**config.mk**
```make
export PLATFORM = sky130hd
export DESIGN_NAME = quadrature_detent_decoder_top
export DESIGN_NICKNAME = d
export VERILOG_FILES = /design/src/rtl/core/qdd_pkg.sv /design/src/rtl/core/qdd_step.sv /design/src/rtl/core/quadrature_detent_decoder_top.sv
export SDC_FILE = /design/constraint.sdc
export NUM_CORES = 1
export LEC_CHECK = 0
export ABC_AREA = 1
export BUFFER_PORTS_ARGS = -buffer_cell sky130_fd_sc_hd__buf_2
export CAP_MARGIN = 15
export CORE_ASPECT_RATIO = 1.25
export CORE_MARGIN = 2
export CORE_UTILIZATION = 60
export DETAILED_ROUTE_END_ITERATION = 10
export GPL_ROUTABILITY_DRIVEN = 0
export PLACE_DENSITY_LB_ADDON = 0.1
export SLEW_MARGIN = 20
export SYNTH_ARGS = -nofsm -noshare
export SYNTH_HDL_FRONTEND = slang
export SYNTH_SLANG_ARGS = --single-unit
export TNS_END_PERCENT = 20
```
**constraint.sdc**
```tcl
create_clock -name clk -period 4.42 [get_ports clk]
set_input_delay 0.884 -clock clk [delete_from_list [all_inputs] [get_ports clk]]
set_output_delay 0.884 -clock clk [all_outputs]
set_load 0.005 [all_outputs]
```
**src/rtl/core/qdd_pkg.sv**
```systemverilog
// Shared types, constants and the transition table of the quadrature detent decoder.
package qdd_pkg;

	// field and register widths
	localparam int DETENT_W          = 4;
	localparam int ACC_W             = 5;
	localparam int OUT_W             = 16;
	localparam int PENDING_WIDTH_DEF = 16;

	// reset values
	localparam logic [DETENT_W-1:0] DETENT_RESET = DETENT_W'(4);
	localparam logic [1:0]          LINES_IDLE   = 2'b11;

	// word operation codes
	typedef enum logic {
		OP_SAMPLE = 1'b0,
		OP_POLL   = 1'b1
	} op_t;

	// step per transition, indexed by {previous a, previous b, current a, current b}
	localparam logic signed [1:0] STEP_LUT [16] = '{
		2'sd0, -2'sd1, 2'sd1, 2'sd0,
		2'sd1, 2'sd0, 2'sd0, -2'sd1,
		-2'sd1, 2'sd0, 2'sd0, 2'sd1,
		2'sd0, 2'sd1, -2'sd1, 2'sd0
	};

	// detent event raised by the step logic
	typedef struct packed {
		logic up;
		logic down;
	} detent_evt_t;

endpackage

```
**src/rtl/core/qdd_step.sv**
```systemverilog
// Transition lookup and step accumulation for one line sample.
module qdd_step (
	input  logic [1:0]                           prev_lines,
	input  logic [1:0]                           cur_lines,
	input  logic signed [qdd_pkg::ACC_W-1:0]     acc,
	input  logic [qdd_pkg::DETENT_W-1:0]         detent_steps,
	output logic signed [qdd_pkg::ACC_W-1:0]     acc_next,
	output qdd_pkg::detent_evt_t                 evt
);
	import qdd_pkg::*;

	logic signed [1:0]       delta;
	logic signed [ACC_W-1:0] sum;
	logic signed [ACC_W-1:0] pos_lim;
	logic signed [ACC_W-1:0] neg_lim;

	// look up the step and form the trial sum
	always_comb begin
		delta   = STEP_LUT[{prev_lines, cur_lines}];
		sum     = acc + ACC_W'(delta);
		pos_lim = $signed({1'b0, detent_steps});
		neg_lim = -pos_lim;
	end

	// compare against the detent limits, clear on a whole detent
	always_comb begin
		acc_next = acc;
		evt      = '0;
		if (delta != 2'sd0) begin
			if (sum >= pos_lim) begin
				acc_next = '0;
				evt.up   = 1'b1;
			end else if (sum <= neg_lim) begin
				acc_next  = '0;
				evt.down  = 1'b1;
			end else begin
				acc_next = sum;
			end
		end
	end

endmodule

```
**src/rtl/core/quadrature_detent_decoder_top.sv**
```systemverilog
// Top level of the quadrature detent decoder: input register, state and result register.
//
//  channel | direction | handshake            | payload
//  --------+-----------+----------------------+------------------------------------
//  in      | in        | in_valid / in_stall  | operation, line_a, line_b
//  out     | out       | out_valid / out_stall| pending_detents (16-bit signed)
//  cfg     | in        | cfg_valid / cfg_ready| cfg_data (detent_steps, 4 bits)
//
// One word per cycle while in_stall is low: a word is registered in the input register, then processed from there.
// A poll loads the result register from the input register, once that register is
// free or being emptied; a sample gives no result.
// Reset puts the lines at both high, the accumulator and pending count at zero and
// detent_steps at 4; cfg_ready is always high.
// A stalled result only holds back a poll in the input register; samples pass it.
module quadrature_detent_decoder_top #(
	parameter int PENDING_WIDTH = qdd_pkg::PENDING_WIDTH_DEF
) (
	input  logic                                clk,
	input  logic                                arst_n,
	input  logic                                in_valid,
	output logic                                in_stall,
	input  logic                                operation,
	input  logic                                line_a,
	input  logic                                line_b,
	output logic                                out_valid,
	input  logic                                out_stall,
	output logic signed [qdd_pkg::OUT_W-1:0]    pending_detents,
	input  logic                                cfg_valid,
	output logic                                cfg_ready,
	input  logic [qdd_pkg::DETENT_W-1:0]        cfg_data
);
	import qdd_pkg::*;

	localparam int WIDE = (PENDING_WIDTH > OUT_W) ? PENDING_WIDTH : OUT_W;
	localparam logic signed [PENDING_WIDTH-1:0] PEND_MAX = {1'b0, {(PENDING_WIDTH-1){1'b1}}};
	localparam logic signed [PENDING_WIDTH-1:0] PEND_MIN = {1'b1, {(PENDING_WIDTH-1){1'b0}}};
	localparam logic signed [WIDE-1:0]          OUT_MAX  = WIDE'(32767);
	localparam logic signed [WIDE-1:0]          OUT_MIN  = WIDE'(-32768);

	logic                              valid_s1;
	op_t                               op_s1;
	logic [1:0]                        lines_s1;
	logic [DETENT_W-1:0]               detent_q;
	logic [1:0]                        prev_lines_q;
	logic signed [ACC_W-1:0]           acc_q;
	logic signed [PENDING_WIDTH-1:0]   pending_q;
	logic                              out_valid_q;
	logic signed [OUT_W-1:0]           out_data_q;

	logic                              advance;
	logic                              take;
	logic                              is_poll;
	logic signed [ACC_W-1:0]           acc_next;
	detent_evt_t                       evt;
	logic signed [WIDE-1:0]            pend_ext;
	logic signed [OUT_W-1:0]           pend_clamped;

	// drop a poll only when the result register is free or being emptied
	always_comb begin
		is_poll  = (op_s1 == OP_POLL);
		advance  = valid_s1 && (!is_poll || !out_valid_q || !out_stall);
		in_stall = valid_s1 && !advance;
		take     = in_valid && !in_stall;
	end

	assign cfg_ready       = 1'b1;
	assign out_valid       = out_valid_q;
	assign pending_detents = out_data_q;

	qdd_step u_step (
		.prev_lines   (prev_lines_q),
		.cur_lines    (lines_s1),
		.acc          (acc_q),
		.detent_steps (detent_q),
		.acc_next     (acc_next),
		.evt          (evt)
	);

	// clamp the pending count to the output range
	always_comb begin
		pend_ext = WIDE'(pending_q);
		if (pend_ext > OUT_MAX) begin
			pend_clamped = OUT_W'(OUT_MAX);
		end else if (pend_ext < OUT_MIN) begin
			pend_clamped = OUT_W'(OUT_MIN);
		end else begin
			pend_clamped = OUT_W'(pend_ext);
		end
	end

	// input register
	always_ff @(posedge clk or negedge arst_n) begin
		if (!arst_n) begin
			valid_s1 <= 1'b0;
		end else if (take) begin
			valid_s1 <= 1'b1;
		end else if (advance) begin
			valid_s1 <= 1'b0;
		end
	end

	always_ff @(posedge clk) begin
		if (take) begin
			op_s1    <= op_t'(operation);
			lines_s1 <= {line_a, line_b};
		end
	end

	// configuration register
	always_ff @(posedge clk or negedge arst_n) begin
		if (!arst_n) begin
			detent_q <= DETENT_RESET;
		end else if (cfg_valid && cfg_ready) begin
			detent_q <= cfg_data;
		end
	end

	// advance decoder state
	always_ff @(posedge clk or negedge arst_n) begin
		if (!arst_n) begin
			prev_lines_q <= LINES_IDLE;
			acc_q        <= '0;
			pending_q    <= '0;
		end else if (advance) begin
			if (is_poll) begin
				pending_q <= '0;
			end else begin
				prev_lines_q <= lines_s1;
				acc_q        <= acc_next;
				if (evt.up && pending_q != PEND_MAX) begin
					pending_q <= pending_q + PENDING_WIDTH'(1);
				end else if (evt.down && pending_q != PEND_MIN) begin
					pending_q <= pending_q - PENDING_WIDTH'(1);
				end
			end
		end
	end

	// result register
	always_ff @(posedge clk or negedge arst_n) begin
		if (!arst_n) begin
			out_valid_q <= 1'b0;
		end else if (advance && is_poll) begin
			out_valid_q <= 1'b1;
		end else if (!out_stall) begin
			out_valid_q <= 1'b0;
		end
	end

	always_ff @(posedge clk) begin
		if (advance && is_poll) begin
			out_data_q <= pend_clamped;
		end
	end

endmodule

```
==> summary.md, run 1 <==
| Metric | Value |
|---|---|
| Syn Nets | 470 |
| CTS max path bufs | 2 |
| Layout cells sized above 1 | 19.3% |
| Num CTS Buffers | 5 |
| Boundary pin count | 31 |
| Most used cell, CP | nand2_1 |
| Max_cap viols | 0 |
| Slowest stage delay, CP | 490 ps |
| Crit path capture type | flop |
| Clock-pin slew on the worst setup and hold paths | 90 ps |
| Final Hold Vio Count | 0 |
| Synthesized cell area | 3310 µm² |
| Die Area | 6140 µm² |
| Hpwl dp | 5280 µm |
| Rel. slew slack | 55.7% |
| Worst-path cell with the longest stage delay | fa_1 |
| Count of final setup violators | 0 |
| Status | completed |
| PortBufs | 29 |
| Initial antenna violation count | 0 |
| Yosys top cell area share | 19.6% |
| Delay-heaviest family, CP | adder cells |
| Die width | 70.5 µm |
| Max Freq | 239 MHz |
| Seq/Total Area, Yosys | 39.2% |
| Crit path max fanout | 7 |
| Remaining DRCs | 0 |
| Number of global-route vias before repair | 2575 |
| FF-to-FF setup slack | 240 ps |
| Largest net degree at the start of global routing | 30 |
| Routed via count | 2799 |
| Initial Utilization | 61.7% |
| Clock latency on the worst-skew pair | 300 ps |
| Area Overhead vs Synth | 13.4% |
| Clock sink count | 48 |
| Synth top area cells | dfrtp_1 (20%), edfxtp_1 (17%), nand2_1 (13%), ha_1 (12%), nand3_1 (5.6%) |
| Cell Rows | 30 |
| Final Critical Period | 4180 ps |
| CP Data Required Time | 4620 ps |
| Design Area, Final | 3760 µm² |
| First-pass GRT wire length | 11600 µm |
| Worst hold path class | reg -> reg |
| Htree depth | 2 |
| Worst slew pin tran | 665 ps |
| Drt pass-1 iters | 4 |
| DR WL/cell | 14.1 µm |
| Critical path class | reg -> reg |
| Root Buffer | clkbuf_8 |
| Gr ovfl total | 0 |
| Nets | 496 |
| Mapped Avg Cell Area | 7.83 µm² |
| DRT Wirelength | 7240 µm |
| Synth cell types | 34 |
| Gate Count Post-Synth | 423 |
| Synth Register Bits | 48 |
| Minimum hold slack | 511 ps |
| Number of routed nets with antenna violations | 0 |
| Die H | 87.1 µm |
| Crit start category | flop |
| Arr. time, crit path | 4380 ps |
| Core area | 5370 µm² |
| Gr usage total | 23.8% |
| Slew Limit Fails | 0 |
| Ant diodes | 0 |
| Leading cell type in the layout, fill and taps excluded | nand2_1 |
| Via-per-instance ratio | 5.45 |
| Final Skew | 3.72 ps |
| Synth area leader | dfrtp_1 |
| CTS tree | yes |
| RSZ-0062 raised after global routing | yes |
| Most frequent cells in the layout | nand2_1 (110), inv_1 (45), nor2_1 (36) |
| YS warnings | 0 |
| CP bufs+invs | 8 |
| Final Cycle Share | 94.6% |
| Area post-placement | 3460 µm² |
| Initial drt markers | 117 |
-- worst register-to-register path, delay by kind of cell, from the launching register on --
family / cells / cell delay (ps)
buffers and inverters: 8 / 610
flip-flops: 1 / 450
AO/OA/AOI/OAI: 3 / 500
AND/OR/NAND/NOR: 16 / 1180
adder cells (fa/ha/maj): 5 / 1340
-- worst paths after layout --
check,start,to,cells past startpoint
max in group asynchronous,arst_n,detent_q[3]$_DFFE_PN0P_,1
min in group asynchronous,arst_n,acc_q[3]$_DFFE_PN0P_,1
max,lines_s1[0]$_DFFE_PP_,pend_ext[14]$_DFFE_PN0P_,32
min,out_valid$_DFFE_PN0P_,out_valid$_DFFE_PN0P_,2
min reg2reg,out_valid$_DFFE_PN0P_,out_valid$_DFFE_PN0P_,2
max reg2reg,lines_s1[0]$_DFFE_PP_,pend_ext[14]$_DFFE_PN0P_,32
-- cells by family (layout without fill, tap and decap cells) --
| family | count (synthesis) | in the layout | synth area share [%] |
|---|---|---|---|
| simple gates | 204 | 205 | 26.9 |
| buf+inv | 69 | 95 | 8.31 |
| compound gates | 57 | 57 | 9.44 |
| flops | 48 | 48 | 39.2 |
| fa+ha+maj | 35 | 35 | 13.7 |
| xor+xnor | 9 | 9 | 2.38 |
| other cells | 1 | 1 | 0.113 |
-- cell usage after synthesis --
cell,count
a21boi_0,1
a21boi_2,1
a21o_1,2
a21oi_1,24
buf_2,1
buf_4,2
buf_6,1
clkbuf_1,17
conb_1,1
dfrtp_1,26
dfstp_2,3
edfxtp_1,19
fa_1,2
ha_1,33
inv_1,47
inv_2,1
nand2_1,112
nand2_2,5
nand2_4,3
nand3_1,37
nand3_2,1
nand3_4,1
nand3b_1,1
nand4_1,6
nor2_1,36
nor3_1,1
o21a_1,2
o21ai_0,20
o21ai_1,3
o21bai_1,3
o22ai_1,1
or2_2,1
xnor2_1,3
xor2_1,6
-- state kept, by name, summed over array words and instances, names as in the netlist --
register and flops:
acc_q 5, detent_q 4, is_poll 1, lines_s1 2
out_valid 1, pend_ext 16, pending_detents 16, prev_lines_q 2
valid_s1 1
-- cell type report --
| type | instances | area [µm²] |
|---|---|---|
| Fill cell | 443 | 1610 |
| Inverter | 48 | 180 |
| Clock inverter | 1 | 7.51 |
| Timing Repair Buffer | 39 | 220 |
| Clock buffer | 7 | 86.3 |
| Multi-Input combinational cell | 307 | 1880 |
| Tap cell | 64 | 80.1 |
| Sequential cell | 48 | 1300 |
-- metrics by stage --
step | worst slack (ps) | setup TNS [ps] | std cells | util, %
finish | 238 | 0 | 514 | 70.0
floorplan | 419 | 0 | 423 | -
detailed placement | -109 | -109 | 497 | 64.4
global placement | -26.4 | -26.4 | 497 | 64.4
CTS | 46.4 | 0 | 508 | 66.7
global route | -84.2 | -238 | 514 | 70.0
-- metal layers --
metal | routed length, µm | track usage [%] | up-vias
li1 | - | - | 1422
met1 | 3110 | 29.2 | 1317
met2 | 3800 | 42.1 | 48
met3 | 169 | 3.24 | 12
met4 | 165 | 9.44 | 0
met5 | 0 | 0 | -
-- repair_timing --
action / in CTS / in global routing
gates cloned: 0 / 1
endpoints found under the setup margin: 1 / 11
setup buffers: 3 / 5
resized for setup: 1 / 31
hold buffers: 0 / 0
pin swaps: 1 / 6
Power of run 1 is not shown: default switching activity piles up to over one toggle a cycle in this logic, so the estimate is an artifact.
==> run 2, diff against run 1 <==
- ABC_AREA: 1 -> not set
- CORE_UTILIZATION: 60 -> 59
==> summary.md, run 2 <==
| Metric | Value |
|---|---|
| Status | finished, violations left |
| Violated checks | negative setup slack |
| Most frequent cells in the layout | buf_4 (35), buf_2 (29), nand2_1 (28) |
| Seq/Total Area, Yosys | 41.3% |
| Rel. slew slack | 55.8% |
| R2r startpoint | lines_s1[0]$_DFFE_PP_ |
| Gr usage total | 26.7% |
| Via-per-instance ratio | 5.94 |
| Boundary pin count | 31 |
| Nets | 410 |
| Cell Rows | 29 |
| Hpwl dp | 5260 µm |
| Final Hold Vio Count | 0 |
| Htree depth | 2 |
| Routed via count | 2529 |
| Top cells by count, synth | ha_1 (33), nand2_1 (29), dfrtp_1 (26) |
| Count of final setup violators | 8 |
| Leading cell type in the layout, fill and taps excluded | buf_4 |
| First-pass GRT wire length | 12600 µm |
| Worst slew pin tran | 663 ps |
| Initial antenna violation count | 0 |
| Mapped Avg Cell Area | 10.2 µm² |
| Reg2Reg Depth | 23 |
| Final Skew | 6.59 ps |
| CTS tree | yes |
| Gate Count Post-Synth | 307 |
| Die width | 69.3 µm |
| Post-synth EDFFs | 19 |
| DRT Wirelength | 7580 µm |
| Crit start category | flop |
| Max_cap viols | 0 |
| Yosys top cell area share | 20.7% |
| Dominant synthesized flop cell | dfrtp_1 |
| PortBufs | 29 |
| CP Data Required Time | 4590 ps |
| Number of routed nets with antenna violations | 0 |
| RR Endpoint | pend_ext[9]$_DFFE_PN0P_ |
| Crit path capture type | flop |
| Synth top area cells | dfrtp_1 (21%), edfxtp_1 (18%), ha_1 (13%), nand2_1 (3.5%), o21ai_0 (3.3%) |
| Most frequent cell after synthesis | ha_1 |
| FF-to-FF setup slack | -210 ps |
| Post-synth ARST share | 60.4% |
| RSZ-0062 raised after global routing | yes |
| Arr. time, crit path | 4800 ps |
| Num CTS Buffers | 5 |
| Synth area leader | dfrtp_1 |
| DR WL/cell | 17.8 µm |
| Gr ovfl total | 0 |
| Number of global-route vias before repair | 2697 |
| # fillers | 293 |
| Crit path max fanout | 5 |
| Minimum hold slack | 505 ps |
| Hold_sp | acc_q[0]$_DFFE_PN0P_ |
| Root Buffer | clkbuf_8 |
| End of the worst hold path | acc_q[0]$_DFFE_PN0P_ |
| Hold path cells | 2 |
| Ant diodes | 0 |
| Die H | 85.6 µm |
| Initial drt markers | 145 |
| YS warnings | 0 |
| Final setup margin | -207 ps |
| Synthesized cell area | 3150 µm² |
| Max Freq | 216 MHz |
| Final Cycle Share | 105% |
| Drt pass-1 iters | 4 |
| Critical path class | reg -> reg |
| Core area | 5120 µm² |
| Hold buffer count at cts | 0 |
| Initial Utilization | 61.5% |
| Synth cell types | 53 |
| Synth Register Bits | 48 |
| Layout cells sized above 1 | 40.4% |
| Area Overhead vs Synth | 31.2% |
| Largest net degree at the start of global routing | 30 |
| Clock-pin slew on the worst setup and hold paths | 80 ps |
| Remaining DRCs | 0 |
| Clock latency on the worst-skew pair | 300 ps |
| Worst hold path class | reg -> reg |
| Die Area | 5930 µm² |
| CTS max path bufs | 2 |
| Syn Nets | 354 |
| Slew Limit Fails | 0 |
| Clock sink count | 48 |
| Final Critical Period | 4630 ps |
run 2: worst max-delay path by stage:
stage / cells after the start / to / from / slack (ps)
after floorplan: 21 / pend_ext[15]$_DFFE_PN0P_ / lines_s1[0]$_DFFE_PP_ / 1
after CTS: 22 / pend_ext[15]$_DFFE_PN0P_ / lines_s1[0]$_DFFE_PP_ / -200
final: 23 / pend_ext[9]$_DFFE_PN0P_ / lines_s1[0]$_DFFE_PP_ / -210
after detailed placement: 21 / pend_ext[15]$_DFFE_PN0P_ / lines_s1[0]$_DFFE_PP_ / -520
after global routing: 22 / pend_ext[15]$_DFFE_PN0P_ / lines_s1[1]$_DFFE_PP_ / -420
after global placement: 21 / pend_ext[14]$_DFFE_PN0P_ / lines_s1[0]$_DFFE_PP_ / -260
run 2: layout make-up:
type                    instances  area (µm²)  area share [%]
repair buffers                 69         493            11.9
multi-input cells             219        2080            50.4
clock buffers                   8         100            2.42
well taps                      62        77.6            1.88
flip-flops and latches         48        1300            31.5
inverters                      20        75.1            1.82
run 2: layer usage:
layer  GRT usage [%]  share of wire, %  vias up
met5               0                 0        -
met4            11.8               3.1        0
met3            3.06               2.8       22
met2            49.8                55       60
met1            30.8                39     1242
li1                -                 -     1205
run 2: logic make-up after synthesis:
family	count (synthesis)	synth area share, %
other cells	1	0.119
buf+inv	41	5.73
xor+xnor	20	6.05
mux	14	5.13
flops	48	41.3
compound gates	69	14.2
fa+ha+maj	35	14.4
simple gates	79	13.0
run 2: worst max-delay path, stage by stage, from the launching register on:
cell,delay (ps)
edfxtp_1,440
inv_2,80
ha_2,190
mux4_2,520
buf_6,160
ha_4,300
a21oi_4,70
xnor2_2,150
ha_2,310
o21a_1,150
o2bb2ai_4,80
nor3_4,280
nand2_4,140
bufbuf_16,290
ha_4,180
nor2_4,100
o211ai_1,100
buf_4,160
buf_4,140
a31oi_4,150
o21bai_1,120
xor2_1,180
mux2i_1,130
o21ai_1,70
run 2: through the flow:
stage | setup TNS (ps) | worst slack, ps | cells | instance area, µm² | util, %
after floorplan | 0 | 1.03 | 307 | 3150 | -
after global placement | -824 | -263 | 411 | 3530 | 68.9
after detailed placement | -3690 | -517 | 411 | 3530 | 68.9
after CTS | -605 | -197 | 425 | 4010 | 78.4
after global routing | -3320 | -419 | 426 | 4130 | 80.7
final | -1030 | -207 | 426 | 4130 | 80.7
run 2: timing repair:
| item | CTS | global route |
|---|---|---|
| gates cloned | 2 | 0 |
| endpoints found under the setup margin | 16 | 16 |
| buffers inserted | 4 | 1 |
| resized for setup | 61 | 18 |
| pin swaps | 26 | 15 |
| hold endpoints to repair | 0 | 0 |
Power of run 2 is left out for the same reason.
==> run 3, diff against run 2 <==
- CORE_UTILIZATION: 59 -> 45
==> summary.md, run 3 (synthesis gave the netlist of run 2 again) <==
| Metric | Value |
|---|---|
| Status | finished, violations left |
| Violated checks | negative setup slack |
| Die Area | 7680 µm² |
| Post-Route Utilization | 60.3% |
| CTS tree | yes |
| Hold_sp | acc_q[0]$_DFFE_PN0P_ |
| Drt pass-1 iters | 4 |
| Crit path max fanout | 8 |
| Clock sink count | 48 |
| Initial drt markers | 115 |
| Initial Utilization | 45.9% |
| Die width | 78.8 µm |
| R2r startpoint | lines_s1[0]$_DFFE_PP_ |
| Crit start category | flop |
| Slew Limit Fails | 0 |
| Reg2Reg Depth | 22 |
| Boundary pin count | 31 |
| Final Hold Vio Count | 0 |
| Crit path capture type | flop |
| Layout cells sized above 1 | 40.3% |
| Clock-pin slew on the worst setup and hold paths | 90 ps |
| DR WL/cell | 15.7 µm |
| Final setup margin | -74.3 ps |
| Routed via count | 2429 |
| Gr ovfl total | 0 |
| Hold buffer count at cts | 0 |
| Area Overhead vs Synth | 31.2% |
| Htree depth | 2 |
| PortBufs | 29 |
| # fillers | 577 |
| Num CTS Buffers | 5 |
| Critical path class | reg -> reg |
| Final Skew | 8.29 ps |
| Final Cycle Share | 102% |
| Via-per-instance ratio | 5.32 |
| Worst slew pin tran | 688 ps |
| Leading cell type in the layout, fill and taps excluded | buf_4 |
| Most frequent cells in the layout | buf_4 (40), buf_2 (29), nand2_1 (28) |
| Design Area, Final | 4130 µm² |
| FF-to-FF setup slack | -70 ps |
| Die H | 97.5 µm |
| Arr. time, crit path | 4680 ps |
| Largest net degree at the start of global routing | 30 |
| Final Non-Filler Cells | 457 |
| Hpwl dp | 5180 µm |
| Area post-placement | 3580 µm² |
| End of the worst hold path | acc_q[0]$_DFFE_PN0P_ |
| Final Critical Period | 4490 ps |
| Minimum hold slack | 503 ps |
| Core area | 6850 µm² |
| Root Buffer | clkbuf_8 |
| First-pass GRT wire length | 11900 µm |
| Nets | 413 |
| Rel. slew slack | 54.1% |
| Ant diodes | 0 |
| Number of routed nets with antenna violations | 0 |
| RR Endpoint | pend_ext[15]$_DFFE_PN0P_ |
| Max Freq | 223 MHz |
| CP Data Required Time | 4610 ps |
| Remaining DRCs | 0 |
| CTS max path bufs | 2 |
| Number of global-route vias before repair | 2482 |
| Placed insts | 442 |
| RSZ-0062 raised after global routing | yes |
| Max_cap viols | 0 |
| Clock latency on the worst-skew pair | 300 ps |
| Cell Rows | 34 |
| Hold path cells | 2 |
| DRT Wirelength | 7160 µm |
| Count of final setup violators | 5 |
| Initial antenna violation count | 0 |
| Gr usage total | 19.7% |
| Worst hold path class | reg -> reg |
## run 3: critical path, stage by stage (launching register included)
cell and delay, ps:
edfxtp_1 430, inv_2 80, ha_2 190, mux4_2 520, buf_6 160, ha_4 240, a21oi_4 170, xnor2_2 100
ha_2 310, o21a_1 150, o2bb2ai_4 90, nor3_4 230, nand2_4 160, buf_6 180, buf_4 140, ha_4 290
nand3_1 80, o211ai_1 210, a31oi_2 80, a21oi_2 150, xnor2_1 140, mux2i_1 210, o2bb2ai_1 80
## run 3: final cells by class
type | instances | area (µm²) | area share, %
clock inverter | 3 | 13.8 | 0.333
tap | 90 | 113 | 2.73
multi-input combinational | 218 | 2060 | 50.0
timing repair buffer | 73 | 494 | 12.0
sequential | 48 | 1300 | 31.5
inverter | 20 | 75.1 | 1.82
clock buffer | 5 | 68.8 | 1.67
## run 3: how the worst max path moves through the flow
stage / slack [ps] / endpoint / startpoint
final: -70 / pend_ext[15]$_DFFE_PN0P_ / lines_s1[0]$_DFFE_PP_
after CTS: -20 / pend_ext[9]$_DFFE_PN0P_ / lines_s1[0]$_DFFE_PP_
after global placement: -280 / pend_ext[14]$_DFFE_PN0P_ / lines_s1[0]$_DFFE_PP_
after detailed placement: -330 / pend_ext[14]$_DFFE_PN0P_ / lines_s1[1]$_DFFE_PP_
after floorplan: 1 / pend_ext[15]$_DFFE_PN0P_ / lines_s1[0]$_DFFE_PP_
after global routing: -310 / pend_ext[13]$_DFFE_PN0P_ / lines_s1[0]$_DFFE_PP_
## run 3: per-layer routing
layer | GRT usage (%) | part of all wire, %
met1 | 23.3 | 43
met3 | 2.04 | 1.2
met4 | 6.61 | 1.7
met2 | 36.6 | 54
met5 | 0 | 0
## run 3: metrics by stage
step	TNS, ps	setup WS (ps)
global route	-2230	-312
CTS	-64.4	-22.1
finish	-280	-74.3
global placement	-994	-282
floorplan	0	1.03
detailed placement	-1950	-331
## run 3: timing repair
action | CTS | global route
pin swaps | 24 | 10
buffers inserted | 6 | 2
resized for setup | 50 | 21
endpoints found under the setup margin | 16 | 16
Power of run 3 is left out for the same reason.
